--- src/sv/utf8sv_pkg.sv ---
package utf8sv_pkg;

    // Error codes reported in the result item.
    localparam logic [2:0] ERR_NONE      = 3'd0;
    localparam logic [2:0] ERR_CONT_EXP  = 3'd1;
    localparam logic [2:0] ERR_NUL       = 3'd2;
    localparam logic [2:0] ERR_FE_FF     = 3'd3;
    localparam logic [2:0] ERR_STRAY     = 3'd4;
    localparam logic [2:0] ERR_OVERLONG  = 3'd5;
    localparam logic [2:0] ERR_CONTROL   = 3'd6;
    localparam logic [2:0] ERR_TRUNCATED = 3'd7;

    // Data-bit masks of the first continuation byte for the overlong test.
    localparam logic [5:0] MASK_THREE = 6'h20;
    localparam logic [5:0] MASK_FOUR  = 6'h30;
    localparam logic [5:0] MASK_FIVE  = 6'h38;
    localparam logic [5:0] MASK_SIX   = 6'h3C;

    typedef struct packed {
        logic [7:0] data_byte;
        logic       last_byte;
    } t_in_item;

    typedef struct packed {
        logic [2:0] error_code;
        logic       string_done;
    } t_out_item;

endpackage

--- src/sv/utf8sv_judge.sv ---
module utf8sv_judge (
    input  logic                 i_clk,
    input  logic                 i_rst_n,
    input  logic                 i_advance,
    input  utf8sv_pkg::t_in_item i_item,
    output utf8sv_pkg::t_out_item o_result
);

    logic [2:0] r_pend,    n_pend;
    logic       r_armed,   n_armed;
    logic [5:0] r_mask,    n_mask;
    logic [2:0] r_latched, n_latched;

    logic [7:0] b;
    logic [2:0] judge_err;
    logic [2:0] j_pend;
    logic       j_armed;
    logic [5:0] j_mask;

    assign b = i_item.data_byte;

    // Judge one byte against the current sequence state.
    always_comb begin
        judge_err = utf8sv_pkg::ERR_NONE;
        j_pend    = r_pend;
        j_armed   = r_armed;
        j_mask    = r_mask;
        if (r_pend != 3'd0) begin
            if (b[7:6] != 2'b10) begin
                judge_err = utf8sv_pkg::ERR_CONT_EXP;
            end else if (r_armed && ((b[5:0] & r_mask) == 6'd0)) begin
                judge_err = utf8sv_pkg::ERR_OVERLONG;
            end else begin
                j_pend  = r_pend - 3'd1;
                j_armed = 1'b0;
                j_mask  = 6'd0;
            end
        end else if (b == 8'h00) begin
            judge_err = utf8sv_pkg::ERR_NUL;
        end else if (b == 8'hFE || b == 8'hFF) begin
            judge_err = utf8sv_pkg::ERR_FE_FF;
        end else if (b[7]) begin
            if (!b[6]) begin
                judge_err = utf8sv_pkg::ERR_STRAY;
            end else if (!b[5]) begin
                if (b[4:1] == 4'd0) begin
                    judge_err = utf8sv_pkg::ERR_OVERLONG;
                end else begin
                    j_pend  = 3'd1;
                    j_armed = 1'b0;
                    j_mask  = 6'd0;
                end
            end else if (!b[4]) begin
                j_pend  = 3'd2;
                j_armed = (b[3:0] == 4'd0);
                j_mask  = j_armed ? utf8sv_pkg::MASK_THREE : 6'd0;
            end else if (!b[3]) begin
                j_pend  = 3'd3;
                j_armed = (b[2:0] == 3'd0);
                j_mask  = j_armed ? utf8sv_pkg::MASK_FOUR : 6'd0;
            end else if (!b[2]) begin
                j_pend  = 3'd4;
                j_armed = (b[1:0] == 2'd0);
                j_mask  = j_armed ? utf8sv_pkg::MASK_FIVE : 6'd0;
            end else begin
                // Six-octet lead; FE and FF were rejected above.
                j_pend  = 3'd5;
                j_armed = !b[0];
                j_mask  = j_armed ? utf8sv_pkg::MASK_SIX : 6'd0;
            end
        end else if (b < 8'h20 || b == 8'h7F) begin
            judge_err = utf8sv_pkg::ERR_CONTROL;
        end
    end

    // Latch the first error, check for a cut-off sequence, clear at string end.
    always_comb begin
        n_pend    = r_pend;
        n_armed   = r_armed;
        n_mask    = r_mask;
        n_latched = r_latched;
        if (r_latched == utf8sv_pkg::ERR_NONE) begin
            if (judge_err != utf8sv_pkg::ERR_NONE) begin
                n_latched = judge_err;
                n_pend    = 3'd0;
                n_armed   = 1'b0;
                n_mask    = 6'd0;
            end else begin
                n_pend  = j_pend;
                n_armed = j_armed;
                n_mask  = j_mask;
            end
        end
        if (i_item.last_byte && n_latched == utf8sv_pkg::ERR_NONE && n_pend != 3'd0) begin
            n_latched = utf8sv_pkg::ERR_TRUNCATED;
        end
        o_result.error_code  = n_latched;
        o_result.string_done = i_item.last_byte;
        if (i_item.last_byte) begin
            n_pend    = 3'd0;
            n_armed   = 1'b0;
            n_mask    = 6'd0;
            n_latched = utf8sv_pkg::ERR_NONE;
        end
    end

    // Sequence state moves only when the item passes to the result register.
    always_ff @(posedge i_clk) begin
        if (!i_rst_n) begin
            r_pend    <= 3'd0;
            r_armed   <= 1'b0;
            r_mask    <= 6'd0;
            r_latched <= utf8sv_pkg::ERR_NONE;
        end else if (i_advance) begin
            r_pend    <= n_pend;
            r_armed   <= n_armed;
            r_mask    <= n_mask;
            r_latched <= n_latched;
        end
    end

endmodule

--- src/sv/utf8_stream_validator_core.sv ---
// UTF-8 stream validator (legacy forms of two to six octets).
// Input channel: one byte of a string per item, with last_byte set on the
// final byte. Output channel: one result item per input item, giving the
// first error seen so far in the string and string_done, which copies
// last_byte; on a done item the error code is the verdict for the string.
// Both channels use valid and stall; an item moves when valid is high and
// stall is low.
// An accepted item sits in the input register, is judged, and moves into
// the result register once that register is free or its item is taken.
// Throughput: one byte per cycle unless stalled; the per-byte decision is short
// combinational logic between the input and result registers.
// When the receiver stalls, the result register holds its item and the
// input register holds the next one; further input is stalled only once
// both are full.
// Reset clears both valid flags and the sequence state; the first item
// after reset starts a new string.
module utf8_stream_validator_core (
    input  logic                  i_clk,
    input  logic                  i_rst_n,
    input  logic                  i_in_valid,
    input  utf8sv_pkg::t_in_item  i_in_item,
    output logic                  o_in_stall,
    output logic                  o_out_valid,
    output utf8sv_pkg::t_out_item o_out_item,
    input  logic                  i_out_stall
);

    logic                  r_in_valid;
    utf8sv_pkg::t_in_item  r_in_item;
    logic                  r_out_valid;
    utf8sv_pkg::t_out_item r_out_item;

    logic                  advance;
    logic                  in_take;
    utf8sv_pkg::t_out_item judged;

    // Handshake: the input register drains whenever the result register frees.
    assign advance    = r_in_valid && (!r_out_valid || !i_out_stall);
    assign o_in_stall = r_in_valid && !advance;
    assign in_take    = i_in_valid && !o_in_stall;

    utf8sv_judge u_judge (
        .i_clk     (i_clk),
        .i_rst_n   (i_rst_n),
        .i_advance (advance),
        .i_item    (r_in_item),
        .o_result  (judged)
    );

    // Valid flags of the two registers.
    always_ff @(posedge i_clk) begin
        if (!i_rst_n) begin
            r_in_valid  <= 1'b0;
            r_out_valid <= 1'b0;
        end else begin
            if (in_take) begin
                r_in_valid <= 1'b1;
            end else if (advance) begin
                r_in_valid <= 1'b0;
            end
            if (advance) begin
                r_out_valid <= 1'b1;
            end else if (!i_out_stall) begin
                r_out_valid <= 1'b0;
            end
        end
    end

    // Payload registers.
    always_ff @(posedge i_clk) begin
        if (in_take) begin
            r_in_item <= i_in_item;
        end
        if (advance) begin
            r_out_item <= judged;
        end
    end

    assign o_out_valid = r_out_valid;
    assign o_out_item  = r_out_item;

endmodule

--- config.mk ---
export PLATFORM = sky130hd
export DESIGN_NAME = utf8_stream_validator_core
export DESIGN_NICKNAME = d
export VERILOG_FILES = /design/src/sv/utf8sv_pkg.sv /design/src/sv/utf8sv_judge.sv /design/src/sv/utf8_stream_validator_core.sv
export SDC_FILE = /design/constraint.sdc
export NUM_CORES = 1
export LEC_CHECK = 0
export ABC_AREA = 1
export BUFFER_PORTS_ARGS = -buffer_cell sky130_fd_sc_hd__buf_2
export CAP_MARGIN = 0
export CELL_PAD_IN_SITES_DETAIL_PLACEMENT = 0
export CELL_PAD_IN_SITES_GLOBAL_PLACEMENT = 1
export CORE_UTILIZATION = 30
export DETAILED_ROUTE_END_ITERATION = 12
export PLACE_DENSITY_LB_ADDON = 0.1
export RECOVER_POWER = 50
export SLEW_MARGIN = 0
export SYNTH_ARGS = -nofsm -noshare
export SYNTH_HDL_FRONTEND = slang
export SYNTH_SLANG_ARGS = --single-unit
--- constraint.sdc ---
create_clock -name i_clk -period 2.1 [get_ports i_clk]
set_clock_uncertainty 0.1 [all_clocks]
set_input_delay 0.105 -clock i_clk [delete_from_list [all_inputs] [get_ports i_clk]]
set_output_delay 0.105 -clock i_clk [all_outputs]
set_load 0.03 [all_outputs]
==> flow_metrics.tcl <==
set metrics [dict create \
    numCtsBuffers 3 \
    cts_tree "yes" \
    dr.max_layer_used "met4" \
    grt_pass1_wl_mm 5.89 \
    stdcell_count 320 \
    outcome "finished with violations" \
    leakage_nw 0.882 \
    synth_seq_cells 25 \
    track_usage 0.146 \
    yosysSeqAreaShare 0.419 \
    synth_warnings 0 \
    ant_nets 0 \
    ys_types 26 \
    die_w_um 72.9 \
    drv_cap 0 \
    period_minus_slack_ns 1.93 \
    netlist_area_mm2 0.00151 \
    vias 1403 \
    violations "negative hold slack" \
    p_total_w 0.00105 \
    rsz0062_at_grt "true" \
    cts.sinks 25 \
    final_cell_mix "nand2_1 (60), nor2_1 (25), inv_1 (23), nand3_1 (14)" \
    wl_met2_mm 1.69 \
    hold_viol_final 1 \
    ir_drop_uv 282 \
    initial_core_util 0.315 \
    insertion_delay_ns 0.27 \
    r2r_cells 12 \
    min_path_type "in -> reg" \
    path_max_fanout 7 \
    synth_largest_area_cell "edfxtp_1" \
    drtIter0Drc 52 \
    dpl.hpwl_mm 2.77 \
    worst-slew-pin-transition_ns 0.407 \
    drt-total-wl_mm 3.52 \
    route.met3.wl_um 54 \
    synth_top_area_share 0.259 \
    insertedDiodeCount 0 \
    slew_viol_final 0 \
    hold_ws_ns -0.00388 \
    setup_slack_ns 0.169 \
    ios 19 \
    cts_buffer_depth 2 \
    crit_arrival_ns 1.87 \
    h-tree-depth 1 \
    grt_pass1_vias 1373 \
    drive_gt1_frac 0.249 \
    root_buffer "clkbuf_8" \
    startpoint "r_in_item[4]$_DFFE_PP_" \
    yosys-top-cells-area "edfxtp_1 (26%), nand2_1 (16%), dfxtp_1 (16%)" \
    min-delay-start "i_in_valid" \
    wl_met1_mm 1.73 \
    drc 0 \
    die-area_mm2 0.00531 \
    gp_congestion 0.733 \
    num_rows 25 \
    wire_per_inst_um 11.0 \
    grt_overflow_total 0 \
    preCtsSetupSlack_ns 0.0875 \
    syn_inst 210 \
    min_path_cells 3 \
    critical_path_class "reg -> reg" \
    period_share 0.919 \
    layout_commonest_cell "nand2_1" \
    setup_viol 0 \
    cp-end-kind "register" \
    antenna_found_initial 0 \
    core_mm2 0.00479 \
    drt-pass1-iter-count 4 \
    synthToLayoutAreaGrowth_pct 29.6 \
    grt_start_max_net_pins 14 \
    cp_data_required_time_ns 2.04 \
    r2r-start "r_in_item[4]$_DFFE_PP_" \
    synth.avg_cell_area_um2 7.17 \
    path_clk_slew_ns 0.09 \
    pwr_density_cell_mw_per_mm2 537 \
    fmaxAchievable_mhz 518 \
    dp.cells 303 \
    drt-vias-per-instance 4.38 \
    startpoint_type "register" \
    die_h_um 72.9 \
    fin_nets 269 \
    syn_nets 225 \
    maxSlewHeadroom 0.728 \
    port_buffers 18 \
]
## synth_stat cells
| cell | number |
|---|---|
| inv_1 | 23 |
| nor2_2 | 5 |
| nor2_1 | 29 |
| o21ai_1 | 1 |
| nand2_1 | 66 |
| nor3b_2 | 1 |
| nand3_1 | 15 |
| nand3b_1 | 1 |
| or2_0 | 1 |
| nand4_1 | 2 |
| inv_2 | 3 |
| nand3_2 | 3 |
| nand4_2 | 1 |
| o21bai_1 | 1 |
| nand2_2 | 7 |
| nor2_4 | 1 |
| edfxtp_1 | 13 |
| a211oi_1 | 3 |
| dfxtp_1 | 12 |
| buf_4 | 2 |
| nor3_1 | 1 |
| a21oi_1 | 11 |
| nand3_4 | 1 |
| ha_1 | 2 |
| o21ai_0 | 4 |
| and3_1 | 1 |
## cells by family (layout without fill, tap and decap cells)
logic type,after synthesis,count (layout),synth area share
DFF,25,25,0.419
adders and majority gates,2,2,0.0166
AOI/OAI and AO/OA,20,20,0.0731
buffers and inverters,28,71,0.0747
and+or+nand+nor,135,135,0.417
## power breakdown
part	total, W	switching [W]	internal [W]	leakage [nW]
combinational	0.000195	0.000117	0.0000781	0.635
clock	0.000290	0.000154	0.000136	0.0228
sequential	0.000564	0.0000227	0.000541	0.224
## critical path, stage by stage (launching register included)
cell and delay, ns:
edfxtp_1 0.53, nor2_2 0.20, nand3_2 0.11, o21ai_2 0.14
nand2_1 0.09, nand3_2 0.08, nor2_4 0.04, nand2_1 0.06
nand2_1 0.06, nor2_1 0.10, nand2_1 0.07, nand2_2 0.07
nand2_1 0.05
## stage by stage
step                       util  area (um2)  setup TNS [ns]
after global routing      0.408        1950          -0.120
after detailed placement  0.364        1740               0
after CTS                 0.392        1880               0
after global placement    0.364        1740               0
after floorplan               -        1510               0
final                     0.408        1950               0
## state kept, by name (all words and copies together), names as in the netlist
register,count
u_judge.r_mask,4
u_judge.r_latched,3
r_in_valid,1
r_in_item,9
o_out_item,4
o_out_valid,1
u_judge.r_pend,3
## area by class of cell
class                      count  area [um2]
fill                         507        2830
tap                           67        83.8
inverter                      26        97.6
multi-input combinational    157         816
sequential                    25         631
timing repair buffer          41         279
clock buffer                   4        45.0
## path summary, 6_finish.rpt
path / end / slack (ns)
setup / recovery: o_out_item[3]$_DFFE_PP_ / 0.17
hold / removal: r_in_valid$_SDFFE_PN0P_ / -0.004
setup reg to reg: o_out_item[3]$_DFFE_PP_ / 0.17
hold reg to reg: u_judge.r_latched[0]$_SDFFE_PN0P_ / 0.40
## metal layers
metal  global-route usage  vias to the layer above
li1                     -                      760
met1                0.191                      624
met2                0.250                       14
met3               0.0207                        5
met4               0.0458                        0
met5                    0                        -
## what timing repair did
action / 4_1_cts / 5_1_grt
setup buffers: 0 / 4
endpoints found under the hold margin: 9 / 0
endpoints found under the setup margin: 0 / 7
hold buffers: 9 / 0
resized for setup: 0 / 18
Power figures use the tool's default switching activity.
